$ cat src/sv/saw_arq_pkg.sv
// Shared types, codes and helpers for the stop-and-wait ARQ endpoint.
// Depends on nothing; every other file of the block imports it.
package saw_arq_pkg;

  localparam int SeqW = 32;
  localparam int TimerW = 16;
  localparam int RetryW = 4;
  localparam int CountW = 32;
  localparam int CfgIdxW = 2;
  localparam int CfgDataW = 16;

  localparam logic [RetryW-1:0] MaxRetriesReset = RetryW'(3);
  localparam logic [TimerW-1:0] AckTimeoutReset = TimerW'(500);
  localparam logic [TimerW-1:0] PeriodReset = TimerW'(1000);

  // Received packet types.
  typedef enum logic [1:0] {
    RX_TELEMETRY = 2'd0,
    RX_COMMAND   = 2'd1,
    RX_ACK       = 2'd2,
    RX_NAK       = 2'd3
  } rx_type_t;

  // Transmitted packet types.
  typedef enum logic [1:0] {
    TX_TELEMETRY = 2'd0,
    TX_ACK       = 2'd1,
    TX_NAK       = 2'd2
  } tx_type_t;

  // Outcome reported for a telemetry send.
  typedef enum logic [1:0] {
    OUTCOME_NONE      = 2'd0,
    OUTCOME_DELIVERED = 2'd1,
    OUTCOME_FAILED    = 2'd2
  } outcome_t;

  // Item kinds.
  typedef enum logic {
    KIND_TICK   = 1'b0,
    KIND_PACKET = 1'b1
  } kind_t;

  // Configuration register indexes.
  typedef enum logic [CfgIdxW-1:0] {
    CFG_MAX_RETRIES = 2'd0,
    CFG_ACK_TIMEOUT = 2'd1,
    CFG_PERIOD      = 2'd2
  } cfg_idx_t;

  typedef struct packed {
    logic [RetryW-1:0] retry_limit;
    logic [TimerW-1:0] ack_wait_ticks;
    logic [TimerW-1:0] telemetry_period_ms;
  } cfg_t;

  typedef struct packed {
    logic             cmd;
    logic [1:0]       rx_type;
    logic [SeqW-1:0]  rx_seq;
    logic             rx_crc_ok;
    logic             rx_payload_ok;
    logic [1:0]       rx_command;
  } req_t;

  typedef struct packed {
    logic              tx_valid;
    logic [1:0]        tx_type;
    logic [SeqW-1:0]   tx_seq;
    logic [1:0]        send_outcome;
    logic              command_valid;
    logic [1:0]        command_code;
    logic [CountW-1:0] delivered_count;
    logic [CountW-1:0] resend_count;
    logic [CountW-1:0] nak_count;
    logic [CountW-1:0] accepted_count;
  } result_t;

  typedef struct packed {
    logic              waiting_ack;
    logic [TimerW-1:0] period_timer;
    logic [TimerW-1:0] timeout_timer;
    logic [RetryW-1:0] attempt_number;
    logic [SeqW-1:0]   next_tx_seq;
    logic [SeqW-1:0]   pending_seq;
    logic [SeqW-1:0]   expected_rx_seq;
    logic [CountW-1:0] delivered;
    logic [CountW-1:0] resends;
    logic [CountW-1:0] naks;
    logic [CountW-1:0] accepted;
  } arq_state_t;

  // Millisecond timers stop at their top value instead of wrapping.
  function automatic logic [TimerW-1:0] sat_inc(input logic [TimerW-1:0] v);
    logic [TimerW-1:0] r;
    r = (v == '1) ? v : v + TimerW'(1);
    return r;
  endfunction

endpackage

$ cat src/sv/saw_arq_if.sv
// Handshake channels of the ARQ endpoint: input items, result items and
// configuration writes. Depends on saw_arq_pkg.
interface saw_arq_req_if import saw_arq_pkg::*; ();
  logic             valid;
  logic             ready;
  logic             cmd;
  logic [1:0]       rx_type;
  logic [SeqW-1:0]  rx_seq;
  logic             rx_crc_ok;
  logic             rx_payload_ok;
  logic [1:0]       rx_command;

  modport source (output valid, cmd, rx_type, rx_seq, rx_crc_ok, rx_payload_ok,
                  rx_command, input ready);
  modport sink (input valid, cmd, rx_type, rx_seq, rx_crc_ok, rx_payload_ok,
                rx_command, output ready);
endinterface

interface saw_arq_rsp_if import saw_arq_pkg::*; ();
  logic              valid;
  logic              ready;
  logic              tx_valid;
  logic [1:0]        tx_type;
  logic [SeqW-1:0]   tx_seq;
  logic [1:0]        send_outcome;
  logic              command_valid;
  logic [1:0]        command_code;
  logic [CountW-1:0] delivered_count;
  logic [CountW-1:0] resend_count;
  logic [CountW-1:0] nak_count;
  logic [CountW-1:0] accepted_count;

  modport source (output valid, tx_valid, tx_type, tx_seq, send_outcome,
                  command_valid, command_code, delivered_count, resend_count,
                  nak_count, accepted_count, input ready);
  modport sink (input valid, tx_valid, tx_type, tx_seq, send_outcome,
                command_valid, command_code, delivered_count, resend_count,
                nak_count, accepted_count, output ready);
endinterface

interface saw_arq_cfg_if import saw_arq_pkg::*; ();
  logic                valid;
  logic                ready;
  logic [CfgIdxW-1:0]  index;
  logic [CfgDataW-1:0] data;

  modport source (output valid, index, data, input ready);
  modport sink (input valid, index, data, output ready);
endinterface

$ cat src/sv/saw_arq_step.sv
// Next-state and result logic of the endpoint for one registered item.
// Purely combinational. Depends on saw_arq_pkg.
module saw_arq_step import saw_arq_pkg::*; (
  input  cfg_t       cfg_regs,
  input  arq_state_t st,
  input  req_t       item,
  output arq_state_t st_next,
  output result_t    res
);

  logic            fail;
  logic [TimerW-1:0] period_inc;
  logic [TimerW-1:0] timeout_inc;
  logic            seq_match;

  assign period_inc  = sat_inc(st.period_timer);
  assign timeout_inc = sat_inc(st.timeout_timer);
  assign seq_match   = (item.rx_seq == st.pending_seq);

  always_comb begin
    st_next = st;
    res = '0;
    fail = 1'b0;

    // Main decision: tick handling, waiting for an ack, or idle receive.
    if (item.cmd == KIND_TICK) begin
      st_next.period_timer = period_inc;
      if (st.waiting_ack) begin
        st_next.timeout_timer = timeout_inc;
        fail = (timeout_inc >= cfg_regs.ack_wait_ticks);
      end else if (period_inc >= cfg_regs.telemetry_period_ms) begin
        st_next.period_timer   = '0;
        st_next.pending_seq    = st.next_tx_seq;
        st_next.next_tx_seq    = st.next_tx_seq + SeqW'(1);
        st_next.attempt_number = '0;
        st_next.timeout_timer  = '0;
        st_next.waiting_ack    = 1'b1;
        res.tx_valid = 1'b1;
        res.tx_type  = TX_TELEMETRY;
        res.tx_seq   = st.next_tx_seq;
      end
    end else if (st.waiting_ack) begin
      if (item.rx_type == RX_ACK && seq_match) begin
        st_next.delivered   = st.delivered + CountW'(1);
        st_next.waiting_ack = 1'b0;
        res.send_outcome    = OUTCOME_DELIVERED;
      end else begin
        if (item.rx_type == RX_NAK && seq_match) begin
          st_next.naks = st.naks + CountW'(1);
        end
        fail = 1'b1;
      end
    end else if (!item.rx_crc_ok) begin
      res.tx_valid = 1'b1;
      res.tx_type  = TX_NAK;
      res.tx_seq   = item.rx_seq;
    end else if (item.rx_type == RX_COMMAND) begin
      res.tx_valid = 1'b1;
      res.tx_seq   = item.rx_seq;
      if (item.rx_seq < st.expected_rx_seq) begin
        // Duplicate of an older command: acknowledge again.
        res.tx_type = TX_ACK;
      end else begin
        st_next.expected_rx_seq = item.rx_seq + SeqW'(1);
        if (item.rx_payload_ok) begin
          st_next.accepted  = st.accepted + CountW'(1);
          res.command_valid = 1'b1;
          res.command_code  = item.rx_command;
          res.tx_type       = TX_ACK;
        end else begin
          res.tx_type = TX_NAK;
        end
      end
    end

    // A failed attempt resends while retries remain, otherwise gives up.
    if (fail) begin
      if (st.attempt_number < cfg_regs.retry_limit) begin
        st_next.attempt_number = st.attempt_number + RetryW'(1);
        st_next.resends        = st.resends + CountW'(1);
        st_next.timeout_timer  = '0;
        res.tx_valid = 1'b1;
        res.tx_type  = TX_TELEMETRY;
        res.tx_seq   = st.pending_seq;
      end else begin
        res.send_outcome    = OUTCOME_FAILED;
        st_next.waiting_ack = 1'b0;
      end
    end

    res.delivered_count = st_next.delivered;
    res.resend_count    = st_next.resends;
    res.nak_count       = st_next.naks;
    res.accepted_count  = st_next.accepted;
  end

endmodule

$ cat src/sv/stop_and_wait_arq_endpoint.sv
// Top level of the stop-and-wait ARQ endpoint: channel registers, state and
// configuration registers. Depends on saw_arq_pkg, saw_arq_if and saw_arq_step.
//
// Usage:
//   req  carries one item per handshake: a millisecond tick (cmd 0) or the
//        header of a received packet (cmd 1).
//   rsp  returns exactly one result item per input item, in order: the packet
//        to transmit, if any, the telemetry send outcome, an accepted command
//        and the four running statistics.
//   cfg  writes the retry limit (index 0), the acknowledgment wait in ticks
//        (index 1) and telemetry_period_ms (index 2); other indexes are
//        ignored. It is always ready and should be used only while no item
//        is in flight.
// An accepted item sits in the input register while the step logic computes its
// result, which is then loaded into the result register once that register is
// free or draining. One item per cycle is sustained while the receiver takes
// results; the step logic computes all next state combinationally, so items
// follow each other back to back.
// Synchronous reset returns every timer, sequence number and counter to zero,
// the endpoint to idle and the registers to 3, 500 and 1000.
// When the receiver stalls, the result register holds and the input register
// still takes one more item; req.ready then drops until rsp moves again.
module stop_and_wait_arq_endpoint import saw_arq_pkg::*; (
  input logic             clk,
  input logic             rst,
  saw_arq_req_if.sink     req,
  saw_arq_rsp_if.source   rsp,
  saw_arq_cfg_if.sink     cfg
);

  cfg_t       cfg_regs;
  arq_state_t st;
  arq_state_t st_next;
  req_t       item;
  logic       item_valid;
  result_t    res_next;
  result_t    res;
  logic       res_valid;
  logic       advance;
  req_t       req_payload;

  assign req_payload = '{cmd: req.cmd, rx_type: req.rx_type, rx_seq: req.rx_seq,
                         rx_crc_ok: req.rx_crc_ok, rx_payload_ok: req.rx_payload_ok,
                         rx_command: req.rx_command};

  // The registered item moves on when the result register is free or drains.
  assign advance   = item_valid && (!res_valid || rsp.ready);
  assign req.ready = !item_valid || advance;
  assign cfg.ready = 1'b1;

  saw_arq_step u_step (
    .cfg_regs (cfg_regs),
    .st       (st),
    .item     (item),
    .st_next  (st_next),
    .res      (res_next)
  );

  // Configuration registers.
  always_ff @(posedge clk) begin
    if (rst) begin
      cfg_regs.retry_limit         <= MaxRetriesReset;
      cfg_regs.ack_wait_ticks      <= AckTimeoutReset;
      cfg_regs.telemetry_period_ms <= PeriodReset;
    end else if (cfg.valid) begin
      case (cfg.index)
        CFG_MAX_RETRIES: cfg_regs.retry_limit         <= cfg.data[RetryW-1:0];
        CFG_ACK_TIMEOUT: cfg_regs.ack_wait_ticks      <= cfg.data[TimerW-1:0];
        CFG_PERIOD:      cfg_regs.telemetry_period_ms <= cfg.data[TimerW-1:0];
        default: begin
        end
      endcase
    end
  end

  // Endpoint state advances once per item taken from the input register.
  always_ff @(posedge clk) begin
    if (rst) begin
      st <= '0;
    end else if (advance) begin
      st <= st_next;
    end
  end

  // Input register.
  always_ff @(posedge clk) begin
    if (rst) begin
      item_valid <= 1'b0;
    end else if (req.ready) begin
      item_valid <= req.valid;
    end
  end

  always_ff @(posedge clk) begin
    if (req.valid && req.ready) begin
      item <= req_payload;
    end
  end

  // Result register.
  always_ff @(posedge clk) begin
    if (rst) begin
      res_valid <= 1'b0;
    end else if (advance) begin
      res_valid <= 1'b1;
    end else if (rsp.ready) begin
      res_valid <= 1'b0;
    end
  end

  always_ff @(posedge clk) begin
    if (advance) begin
      res <= res_next;
    end
  end

  assign rsp.valid           = res_valid;
  assign rsp.tx_valid        = res.tx_valid;
  assign rsp.tx_type         = res.tx_type;
  assign rsp.tx_seq          = res.tx_seq;
  assign rsp.send_outcome    = res.send_outcome;
  assign rsp.command_valid   = res.command_valid;
  assign rsp.command_code    = res.command_code;
  assign rsp.delivered_count = res.delivered_count;
  assign rsp.resend_count    = res.resend_count;
  assign rsp.nak_count       = res.nak_count;
  assign rsp.accepted_count  = res.accepted_count;

endmodule

$ cat src/flat_wrapper.sv
// flat-port wrapper written by rule: the top's interface ports become plain ports
module stop_and_wait_arq_endpoint_flat import saw_arq_pkg::*;
  (clk, rst, req_valid, req_cmd, req_rx_type, req_rx_seq, req_rx_crc_ok, req_rx_payload_ok, req_rx_command, req_ready, rsp_valid, rsp_tx_valid, rsp_tx_type, rsp_tx_seq, rsp_send_outcome, rsp_command_valid, rsp_command_code, rsp_delivered_count, rsp_resend_count, rsp_nak_count, rsp_accepted_count, rsp_ready, cfg_valid, cfg_index, cfg_data, cfg_ready);
  saw_arq_req_if req_i ();
  saw_arq_rsp_if rsp_i ();
  saw_arq_cfg_if cfg_i ();
  input logic clk;
  input logic rst;
  input wire logic [$bits(req_i.valid)-1:0] req_valid;
  input wire logic [$bits(req_i.cmd)-1:0] req_cmd;
  input wire logic [$bits(req_i.rx_type)-1:0] req_rx_type;
  input wire logic [$bits(req_i.rx_seq)-1:0] req_rx_seq;
  input wire logic [$bits(req_i.rx_crc_ok)-1:0] req_rx_crc_ok;
  input wire logic [$bits(req_i.rx_payload_ok)-1:0] req_rx_payload_ok;
  input wire logic [$bits(req_i.rx_command)-1:0] req_rx_command;
  output wire logic [$bits(req_i.ready)-1:0] req_ready;
  output wire logic [$bits(rsp_i.valid)-1:0] rsp_valid;
  output wire logic [$bits(rsp_i.tx_valid)-1:0] rsp_tx_valid;
  output wire logic [$bits(rsp_i.tx_type)-1:0] rsp_tx_type;
  output wire logic [$bits(rsp_i.tx_seq)-1:0] rsp_tx_seq;
  output wire logic [$bits(rsp_i.send_outcome)-1:0] rsp_send_outcome;
  output wire logic [$bits(rsp_i.command_valid)-1:0] rsp_command_valid;
  output wire logic [$bits(rsp_i.command_code)-1:0] rsp_command_code;
  output wire logic [$bits(rsp_i.delivered_count)-1:0] rsp_delivered_count;
  output wire logic [$bits(rsp_i.resend_count)-1:0] rsp_resend_count;
  output wire logic [$bits(rsp_i.nak_count)-1:0] rsp_nak_count;
  output wire logic [$bits(rsp_i.accepted_count)-1:0] rsp_accepted_count;
  input wire logic [$bits(rsp_i.ready)-1:0] rsp_ready;
  input wire logic [$bits(cfg_i.valid)-1:0] cfg_valid;
  input wire logic [$bits(cfg_i.index)-1:0] cfg_index;
  input wire logic [$bits(cfg_i.data)-1:0] cfg_data;
  output wire logic [$bits(cfg_i.ready)-1:0] cfg_ready;
  assign req_i.valid = req_valid;
  assign req_i.cmd = req_cmd;
  assign req_i.rx_type = req_rx_type;
  assign req_i.rx_seq = req_rx_seq;
  assign req_i.rx_crc_ok = req_rx_crc_ok;
  assign req_i.rx_payload_ok = req_rx_payload_ok;
  assign req_i.rx_command = req_rx_command;
  assign req_ready = req_i.ready;
  assign rsp_valid = rsp_i.valid;
  assign rsp_tx_valid = rsp_i.tx_valid;
  assign rsp_tx_type = rsp_i.tx_type;
  assign rsp_tx_seq = rsp_i.tx_seq;
  assign rsp_send_outcome = rsp_i.send_outcome;
  assign rsp_command_valid = rsp_i.command_valid;
  assign rsp_command_code = rsp_i.command_code;
  assign rsp_delivered_count = rsp_i.delivered_count;
  assign rsp_resend_count = rsp_i.resend_count;
  assign rsp_nak_count = rsp_i.nak_count;
  assign rsp_accepted_count = rsp_i.accepted_count;
  assign rsp_i.ready = rsp_ready;
  assign cfg_i.valid = cfg_valid;
  assign cfg_i.index = cfg_index;
  assign cfg_i.data = cfg_data;
  assign cfg_ready = cfg_i.ready;
  stop_and_wait_arq_endpoint u_core (.clk(clk), .rst(rst), .req(req_i), .rsp(rsp_i), .cfg(cfg_i));
endmodule
$ cat config.mk
export PLATFORM = sky130hd
export DESIGN_NAME = stop_and_wait_arq_endpoint_flat
export DESIGN_NICKNAME = d
export VERILOG_FILES = /design/src/sv/saw_arq_pkg.sv /design/src/sv/saw_arq_if.sv /design/src/sv/saw_arq_step.sv /design/src/sv/stop_and_wait_arq_endpoint.sv /design/src/flat_wrapper.sv
export SDC_FILE = /design/constraint.sdc
export NUM_CORES = 1
export LEC_CHECK = 0
export CORE_ASPECT_RATIO = 2
export CORE_UTILIZATION = 25
export CTS_CLUSTER_DIAMETER = 120
export DETAILED_ROUTE_END_ITERATION = 12
export DONT_BUFFER_PORTS = 1
export GPL_TIMING_DRIVEN = 0
export PLACE_DENSITY = 0.35
export RECOVER_POWER = 100
export SLEW_MARGIN = 10
export SYNTH_ARGS = -nofsm -noshare
export SYNTH_HDL_FRONTEND = slang
export SYNTH_SLANG_ARGS = --single-unit
export TNS_END_PERCENT = 5
$ cat constraint.sdc
create_clock -name clk -period 9.9 [get_ports clk]
set_clock_uncertainty 0.2 [all_clocks]
set_input_delay 0.495 -clock clk [delete_from_list [all_inputs] [get_ports clk]]
set_output_delay 0.495 -clock clk [all_outputs]
set_load 0.01 [all_outputs]
==> results_dict.tcl, run 1 <==
set metrics [dict create \
    comb_power_share_pct 4.5 \
    setup_viol 0 \
    failed_checks "max-capacitance violations, max-slew violations" \
    cts-root-buf "clkbuf_16" \
    drive_above_1_share_pct 4.98 \
    yosys_most_used_dff "dfxtp_1" \
    grt_pass1_vias 19700 \
    clkPwrFrac_pct 48.0 \
    critPathTopFamily "buffers and inverters" \
    max_stage_delay_ns 2.41 \
    initial_core_util_pct 25.2 \
    gp_congestion 0.864 \
    fp.dieW_um 225 \
    cap_violations 5 \
    path_class "register to register" \
    ys_seq_elements 506 \
    swShare_pct 24.2 \
    slowest_stage "clkbuf_1" \
    hpwlAfterDp_um 68000 \
    yosys_warnings 0 \
    clock_sinks 506 \
    syn_area_per_cell_um2 9.73 \
    wl_met1_um 31500 \
    die_h_um 447 \
    coreArea_um2 98500 \
    avgRoutedWirePerCell_um 22.0 \
    finalCritPeriodShare_pct 72.0 \
    cp-end-kind "register" \
    p_per_area_nw_per_um2 166 \
    internal-power_mw 3.63 \
    fin_util_pct 29.3 \
    worstPathRequired_ns 10.26 \
    wl_met2_um 49800 \
    status "finished with violations" \
    track_usage_pct 17.6 \
    ys_types 84 \
    cts_tree "built" \
    hold_viol 0 \
    rows 163 \
    postCtsHoldBufs 62 \
    syn_inst 2546 \
    crit_buf_inv 4 \
    synth_top_cells_by_count "325 x nor2_1, 299 x dfxtp_1, 211 x nand2_1" \
    fin_crit_ns 7.13 \
    cts-resized-gates 0 \
    worstPathArrival_ns 7.49 \
    fill_cells 10200 \
    drc_errors 0 \
    hp-class "primary input to register" \
    cts-buffers-inserted 53 \
    leakagePower_nw 9.91 \
    die-area_um2 100000 \
    power.total_mw 4.79 \
    htree_num_levels 2 \
    syn2layout_area_growth_pct 16.5 \
    synth_top_area_cell "edfxtp_1" \
    top_level_ports 233 \
    synth_edf_count 207 \
    port_buffers 0 \
    drv_slew 148 \
    ys_seq_area_share_pct 49.3 \
    grt_pass1_wl_um 129000 \
    power_frac_seq_pct 47.5 \
    synth_area_um2 24800 \
    switching_power_mw 1.16 \
    start_kind "register" \
    synth_fp_nets 2683 \
    drt.antenna.violating_nets 0 \
    cts_buffer_depth 3 \
    antenna_found_initial 4 \
    route.vias.total 19000 \
    worstMarginPinSlew_ns 3.33 \
    holdWs_ns 0.0505 \
    worst_path_most_repeated_cell "clkbuf_1" \
    firstDrtPassIters 8 \
    grt_overflow 0 \
    nets 2804 \
    ir_drop_mv 0.127 \
    crit_chain "nor2b_1 -> nand2b_1 -> inv_1 -> clkbuf_1 -> clkbuf_1 -> clkbuf_1 -> o221ai_1 -> a21oi_1" \
    synth_top_area_share_pct 25.1 \
    fmax_ghz 0.140 \
    reg2reg_slack_ns 2.77 \
    postSynth.asyncResetShare_pct 0 \
    rsz0062_at_grt "no" \
    highest_layer "met5" \
    clk_latency_ns 0.65 \
    postCtsSetupBuffers 0 \
    first_iter_violations 1131 \
    route.met3.wl_um 3130 \
    netlist_top_cells_area "edfxtp_1 25%, dfxtp_1 24%, xnor2_1 7.0%" \
    slew_headroom_pct -122 \
    grt_max_degree 61 \
    crit_path_max_fanout 54 \
    drt-total-wl_um 88600 \
    clkSlewWorstSetupHoldPaths_ns 0.07 \
    drt-vias-per-instance 4.71 \
    yosysMostFrequentCell "nor2_1" \
]
-- worst reg2reg max path: cells and delay by family, from the launching register on --
family | cells | cell delay [ns]
flip-flops | 1 | 0.35
AND/OR/NAND/NOR | 2 | 0.56
AO/OA/AOI/OAI | 2 | 0.97
buffers and inverters | 4 | 4.97
-- state kept, by name, summed over array words and instances, names as in the netlist --
| name | cells |
|---|---|
| u_core.cfg_regs | 36 |
| u_core.item | 39 |
| u_core.item_valid | 1 |
| u_core.rsp.accepted_count | 32 |
| u_core.rsp.command_code | 2 |
| u_core.rsp.command_valid | 1 |
| u_core.rsp.delivered_count | 32 |
| u_core.rsp.nak_count | 32 |
| u_core.rsp.resend_count | 32 |
| u_core.rsp.send_outcome | 2 |
| u_core.rsp.tx_seq | 32 |
| u_core.rsp.tx_type | 2 |
| u_core.rsp.tx_valid | 1 |
| u_core.rsp.valid | 1 |
| u_core.st | 261 |
-- per-stage QoR --
step / setup slack (ns) / TNS [ns] / cell area [um2] / cells
global placement: -2.50 / -198.04 / 26400 / 3866
global route: 1.99 / 0 / 28900 / 4033
floorplan: 2.70 / 0 / 24800 / 2546
finish: 2.77 / 0 / 28900 / 4033
CTS: 3.36 / 0 / 29100 / 4032
detailed placement: 3.39 / 0 / 26500 / 3870
-- cell families (layout without fill, tap and decap cells) --
group / after synthesis / in the layout / share of synthesized area (%)
buf+inv: 265 / 431 / 4.34
simple gates: 1017 / 1017 / 20.4
flops: 506 / 506 / 49.3
other cells: 1 / 2 / 0.0151
fa+ha+maj: 75 / 75 / 3.79
compound gates: 299 / 299 / 8.27
mux: 55 / 55 / 2.28
xor+xnor: 328 / 328 / 11.6
-- cell type report --
type	count	area (um2)	share of cell area, %
sequential	506	12200	42.3
multi-input combinational	1775	11300	39.3
tap	1320	1650	5.72
clock buffer	61	1450	5.02
timing repair buffer	66	659	2.28
buffer	132	532	1.84
clock inverter	39	523	1.81
inverter	133	499	1.73
antenna	1	2.50	0.00867
-- power by group through the flow --
stage | logic (mW) | clock network, mW | registers [mW]
4_1_cts | 0.228 | 2.40 | 2.28
3_3_place_gp | 0.197 | 0 | 2.34
3_5_place_dp | 0.204 | 0 | 2.32
6_report | 0.214 | 2.30 | 2.28
5_1_grt | 0.236 | 2.45 | 2.28
2_1_floorplan | 0.112 | 0 | 2.31
-- layout by cell type, fill, tap and decap left out, types with 7 or more instances in the layout --
cell           count
dfxtp_1          299
o21a_1            12
nor3_1            61
dlygate4sd3_1     62
bufinv_16         11
nor2b_1           15
and3_1            46
nor2_1           326
and4_1            21
and2_1            14
a21oi_1           96
mux2i_1           44
ha_1              75
a222oi_1          32
clkbuf_16         56
clkinv_2           7
nand4_1           71
nand3_1          135
xnor2_1          197
inv_1            131
nor4_1            38
mux2_2             7
o211ai_1          15
o21ai_0           34
nand2b_1          11
buf_2              8
a22oi_1           10
clkinv_4           7
edfxtp_1         207
xor2_1           130
a211oi_1          34
clkbuf_1         120
nand2_1          211
or3_1             25
a21o_1            10
-- per-layer routing --
layer  up-vias  track usage [%]
met2       473             35.4
met1      9140             17.2
met4         4             7.97
met3       155             2.53
li1       9204                -
met5         -                0
-- path summary, 6_finish.rpt --
kind	start	end	depth (start not counted)
max	u_core.rsp.valid$_SDFFE_PP0P_	u_core.st[260]$_SDFFE_PP0P_	8
min	cfg_valid	u_core.cfg_regs[33]$_SDFFE_PP1P_	2
max reg2reg	u_core.rsp.valid$_SDFFE_PP0P_	u_core.st[260]$_SDFFE_PP0P_	8
min reg2reg	u_core.cfg_regs[29]$_SDFFE_PP0P_	u_core.cfg_regs[29]$_SDFFE_PP0P_	2
(Power assumes the default switching activity.)
==> run 2: changes to the inputs <==
clock period = 7.3 ns   (was 9.9 ns; I/O delays follow)
==> results_dict.tcl, run 2 (same netlist as run 1, synthesis figures left out) <==
set metrics [dict create \
    drc_errors 0 \
    clkSlewWorstSetupHoldPaths_ns 0.07 \
    route.met3.wl_um 2980 \
    first_iter_violations 1056 \
    p_per_area_nw_per_um2 225 \
    clock_sinks 506 \
    start_kind "register" \
    postCtsSetupBuffers 0 \
    worstPathRequired_ns 7.46 \
    route.vias.total 19000 \
    fp.dieW_um 225 \
    slew_headroom_pct -77.5 \
    slowest_stage "a211oi_2" \
    fin_crit_ns 6.59 \
    cts_tree "built" \
    grt_max_degree 61 \
    cap_violations 6 \
    r2r_end "u_core.rsp.tx_seq[22]$_DFFE_PP_" \
    crit_path_max_fanout 10 \
    setup_viol 0 \
    highest_layer "met5" \
    rr_startpoint "u_core.st[248]$_SDFFE_PP0P_" \
    grt_pass1_vias 19700 \
    final_common_cell "nor2_1" \
    syn2layout_area_growth_pct 16.7 \
    cts-buffers-inserted 53 \
    wl_met2_um 49900 \
    top_level_ports 233 \
    rsz0062_at_grt "no" \
    antenna_found_initial 4 \
    postCtsHoldBufs 64 \
    crit_path_end "u_core.rsp.tx_seq[22]$_DFFE_PP_" \
    initial_core_util_pct 25.2 \
    drt.antenna.violating_nets 0 \
    reg.largest.list "u_core.st x261, u_core.item x39, u_core.cfg_regs x36" \
    fin_ws_ns 0.713 \
    drt-vias-per-instance 4.71 \
    rows 163 \
    port_buffers 0 \
    place_ws_ns 0.786 \
    max_stage_delay_ns 0.70 \
    crit_buf_inv 4 \
    fmax_ghz 0.152 \
    die-area_um2 100000 \
    tns_ns 0 \
    cts_buffer_depth 3 \
    cp-startpoint "u_core.st[248]$_SDFFE_PP0P_" \
    grt_overflow 0 \
    drv_slew 183 \
    wl_met1_um 31800 \
    path_class "register to register" \
    hp-class "primary input to register" \
    cts-resized-gates 0 \
    leakagePower_nw 9.93 \
    failed_checks "max-capacitance violations, max-slew violations" \
    hold_viol 0 \
    r2r_cells 17 \
    drive_above_1_share_pct 5.20 \
    power.total_mw 6.50 \
    cp-end-kind "register" \
    cts-root-buf "clkbuf_16" \
    ir_drop_mv 0.171 \
    largest_reg_flops 261 \
    worstPathArrival_ns 6.75 \
    clk_latency_ns 0.65 \
    hpwlAfterDp_um 68000 \
    fill_cells 10200 \
    coreArea_um2 98500 \
    firstDrtPassIters 8 \
    critPathTopFamily "simple AND/OR/NAND/NOR gates" \
    grt_pass1_wl_um 130000 \
    track_usage_pct 17.6 \
    reg2reg_slack_ns 0.71 \
    die_h_um 447 \
    worst_path_most_repeated_cell "clkbuf_1" \
    htree_num_levels 2 \
    cp.depth 17 \
    holdWs_ns 0.0896 \
    avgRoutedWirePerCell_um 22.0 \
    gp_congestion 0.864 \
    finalCritPeriodShare_pct 90.2 \
    drt-total-wl_um 88800 \
    worstMarginPinSlew_ns 2.66 \
    nets 2806 \
    status "finished with violations" \
    largest_register "u_core.st" \
    layout_common_cells "326 x nor2_1, 299 x dfxtp_1, 211 x nand2_1" \
    crit_chain "clkbuf_1 -> and4_1 -> and3_1 -> clkbuf_1 -> nand4_1 -> nor3_1 -> nor2_1 -> nand4_1 -> xnor2_1 -> ha_1 -> a21oi_1 -> a211oi_1 -> a211oi_2 -> nor3_2 -> clkbuf_1 -> a222oi_1 -> inv_1" \
]
[run 2: cell count changes in the layout (fill, tap and decap cells not counted), sizes merged]
cell	change
buf	+2
clkbuf	-2
diode	+1
dlygate4sd3	+2
[run 2: through the flow]
stage,std cells,util [%],cell area (um2)
after floorplan,2546,-,24800
after global placement,3866,26.8,26400
after detailed placement,3870,26.9,26500
after CTS,4034,29.6,29200
after global routing,4035,29.3,28900
final,4036,29.3,28900
[run 2: report_power, final]
part / total [mW] / switching (mW) / internal, mW
Sequential: 3.09 / 0.0730 / 3.02
Clock: 3.12 / 1.29 / 1.83
Combinational: 0.292 / 0.207 / 0.0847
Total: 6.50 / 1.58 / 4.93
[run 2: worst min path at each step]
| stage | start | endpoint | slack (ns) | depth (start not counted) |
|---|---|---|---|---|
| after floorplan | u_core.cfg_regs[10]$_SDFFE_PP0P_ | u_core.cfg_regs[10]$_SDFFE_PP0P_ | 0.24 | 2 |
| final | cfg_index[0] | u_core.cfg_regs[30]$_SDFFE_PP0P_ | 0.09 | 3 |
| after global placement | u_core.cfg_regs[19]$_SDFFE_PP0P_ | u_core.cfg_regs[19]$_SDFFE_PP0P_ | 0.25 | 2 |
| after CTS | cfg_index[0] | u_core.cfg_regs[29]$_SDFFE_PP0P_ | 0.05 | 3 |
| after global routing | cfg_index[0] | u_core.cfg_regs[30]$_SDFFE_PP0P_ | 0.10 | 3 |
| after detailed placement | u_core.cfg_regs[1]$_SDFFE_PP0P_ | u_core.cfg_regs[1]$_SDFFE_PP0P_ | 0.25 | 2 |
[run 2: final cells by class]
| type | count | area [um2] | share of cell area (%) |
|---|---|---|---|
| tap | 1320 | 1650 | 5.71 |
| antenna | 2 | 5.00 | 0.0173 |
| inverter | 133 | 499 | 1.73 |
| timing repair buffer | 68 | 681 | 2.35 |
| clock inverter | 39 | 523 | 1.81 |
| clock buffer | 61 | 1450 | 5.02 |
| buffer | 132 | 537 | 1.86 |
| sequential | 506 | 12200 | 42.2 |
| multi-input combinational | 1775 | 11400 | 39.3 |
[run 2: worst register-to-register path, cell delays in order, from the launching register on]
cell      delay, ns
dfxtp_1        0.32
clkbuf_1       0.48
and4_1         0.39
and3_1         0.18
clkbuf_1       0.24
nand4_1        0.29
nor3_1         0.57
nor2_1         0.34
nand4_1        0.22
xnor2_1        0.13
ha_1           0.27
a21oi_1        0.33
a211oi_1       0.22
a211oi_2       0.70
nor3_2         0.29
clkbuf_1       0.36
a222oi_1       0.66
inv_1          0.13
[run 2: per-layer routing]
| metal | global-route usage [%] | vias up |
|---|---|---|
| met1 | 17.3 | 9169 |
| met4 | 7.97 | 4 |
| met3 | 2.44 | 148 |
| met5 | 0 | - |
| met2 | 35.4 | 460 |
| li1 | - | 9211 |
==> run 3: changes to the inputs <==
CELL_PAD_IN_SITES_DETAIL_PLACEMENT = 0   (was not set)
CELL_PAD_IN_SITES_GLOBAL_PLACEMENT = 1   (was not set)
PLACE_DENSITY = 0.43   (was 0.35)
==> results_dict.tcl, run 3 (same netlist as run 1, synthesis figures left out) <==
set metrics [dict create \
    clk_latency_ns 0.66 \
    drt.antenna.violating_nets 0 \
    hpwlAfterDp_um 69700 \
    clkSlewWorstSetupHoldPaths_ns 0.07 \
    hold_viol 0 \
    tns_ns 0 \
    die_h_um 447 \
    drt-vias-per-instance 4.69 \
    crit_path_max_fanout 10 \
    grt_max_degree 61 \
    worstPathArrival_ns 6.95 \
    grt_pass1_vias 19600 \
    finalCritPeriodShare_pct 91.3 \
    clock_sinks 506 \
    place_area_um2 26600 \
    avgRoutedWirePerCell_um 22.2 \
    cap_violations 7 \
    fin_cells 4040 \
    cts-buffers-inserted 54 \
    fin_area_um2 28800 \
    setup_viol 0 \
    hp-class "primary input to register" \
    layout_common_cells "325 x nor2_1, 299 x dfxtp_1, 211 x nand2_1" \
    initial_core_util_pct 25.2 \
    first_iter_violations 992 \
    drv_slew 190 \
    fmax_ghz 0.150 \
    p_per_area_nw_per_um2 221 \
    status "finished with violations" \
    grt_overflow 0 \
    top_level_ports 233 \
    rows 163 \
    port_buffers 0 \
    rr_startpoint "u_core.st[228]$_SDFFE_PP0P_" \
    rsz0062_at_grt "no" \
    syn2layout_area_growth_pct 16.4 \
    reg2reg_slack_ns 0.63 \
    leakagePower_nw 9.90 \
    r2r_end "u_core.st[242]$_SDFFE_PP0P_" \
    htree_num_levels 2 \
    fp.dieW_um 225 \
    firstDrtPassIters 6 \
    fill_cells 10300 \
    track_usage_pct 17.8 \
    die-area_um2 100000 \
    cp-startpoint "u_core.st[228]$_SDFFE_PP0P_" \
    cts-resized-gates 0 \
    final_common_cell "nor2_1" \
    grt_pass1_wl_um 130000 \
    place_inst 3870 \
    drive_above_1_share_pct 5.19 \
    cts_tree "built" \
    slew_headroom_pct -48.0 \
    reg.largest.list "u_core.st x261, u_core.item x39, u_core.cfg_regs x36" \
    r2r_cells 18 \
    drc_errors 0 \
    worstMarginPinSlew_ns 2.22 \
    coreArea_um2 98500 \
    crit_path_end "u_core.st[242]$_SDFFE_PP0P_" \
    gp_congestion 0.819 \
    failed_checks "max-capacitance violations, max-slew violations" \
    cts_buffer_depth 3 \
    cts-root-buf "clkbuf_16" \
    largest_register "u_core.st" \
    route.vias.total 18900 \
    ir_drop_mv 0.170 \
    start_kind "register" \
    worstPathRequired_ns 7.59 \
    nets 2810 \
    drt-total-wl_um 89800 \
    largest_reg_flops 261 \
    fin_crit_ns 6.67 \
    antenna_found_initial 7 \
    cp-end-kind "register" \
    path_class "register to register" \
]
[run 3: report_power, final]
group,total (mW),switching [mW],internal (mW)
Combinational,0.290,0.204,0.0861
Sequential,3.09,0.0728,3.02
Clock,2.99,1.32,1.68
[run 3: worst max-delay path, cell delays in order, from the launching register on]
cell	delay [ns]
dfxtp_1	0.45
ha_1	0.26
nand3_1	0.21
nor4_1	0.68
and2_0	0.29
nand2_1	0.09
nor3_1	0.14
a21o_1	0.14
inv_1	0.06
ha_1	0.29
nand4_1	0.11
nor3_1	0.40
o2111a_1	0.24
a211oi_1	0.20
nor3_1	1.27
nor2_1	0.25
clkbuf_1	0.36
a31oi_1	0.68
o22ai_1	0.16
[run 3: timing repair]
item,CTS,global route
setup buffers,0,0
endpoints found under the hold margin,77,0
hold buffers,67,0
setup endpoints to repair,0,0
[run 3: area by class of cell]
class	instances	area, um2	area share (%)
Multi-Input combinational cell	1775	11300	39.4
Clock inverter	37	429	1.49
Antenna cell	2	5.00	0.0174
Buffer	132	538	1.87
Sequential cell	506	12200	42.3
Clock buffer	64	1440	5.00
Inverter	133	499	1.73
Timing Repair Buffer	71	719	2.50
Tap cell	1320	1650	5.73
[run 3: through the flow]
stage | util, % | total power, mW | hold slack [ns] | setup slack, ns
after CTS | 29.5 | 6.51 | 0.00947 | 0.714
after floorplan | - | 3.29 | 0.236 | 0.165
after global placement | 26.8 | 3.43 | 0.250 | -4.49
after global routing | 29.3 | 6.61 | 0.0224 | 0.316
final | 29.3 | 6.37 | 0.0680 | 0.634
after detailed placement | 27.0 | 3.43 | 0.252 | 0.699
[run 3: how the worst min path moves through the flow]
stage | cells past startpoint | slack, ns | from | to
final | 3 | 0.07 | cfg_valid | u_core.cfg_regs[0]$_SDFFE_PP0P_
after global placement | 2 | 0.25 | u_core.cfg_regs[17]$_SDFFE_PP0P_ | u_core.cfg_regs[17]$_SDFFE_PP0P_
after global routing | 3 | 0.02 | cfg_valid | u_core.cfg_regs[0]$_SDFFE_PP0P_
after CTS | 3 | 0.009 | cfg_valid | u_core.cfg_regs[0]$_SDFFE_PP0P_
after floorplan | 2 | 0.24 | u_core.cfg_regs[10]$_SDFFE_PP0P_ | u_core.cfg_regs[10]$_SDFFE_PP0P_
after detailed placement | 2 | 0.25 | u_core.cfg_regs[28]$_SDFFE_PP0P_ | u_core.cfg_regs[28]$_SDFFE_PP0P_
[run 3: metal layers]
layer | up-vias | part of all wire [%] | GRT usage, %
met5 | - | 0.014 | 0
met4 | 2 | 3.9 | 6.96
met3 | 145 | 3.3 | 2.53
met2 | 461 | 58 | 37.0
met1 | 9127 | 35 | 17.0
li1 | 9213 | - | -
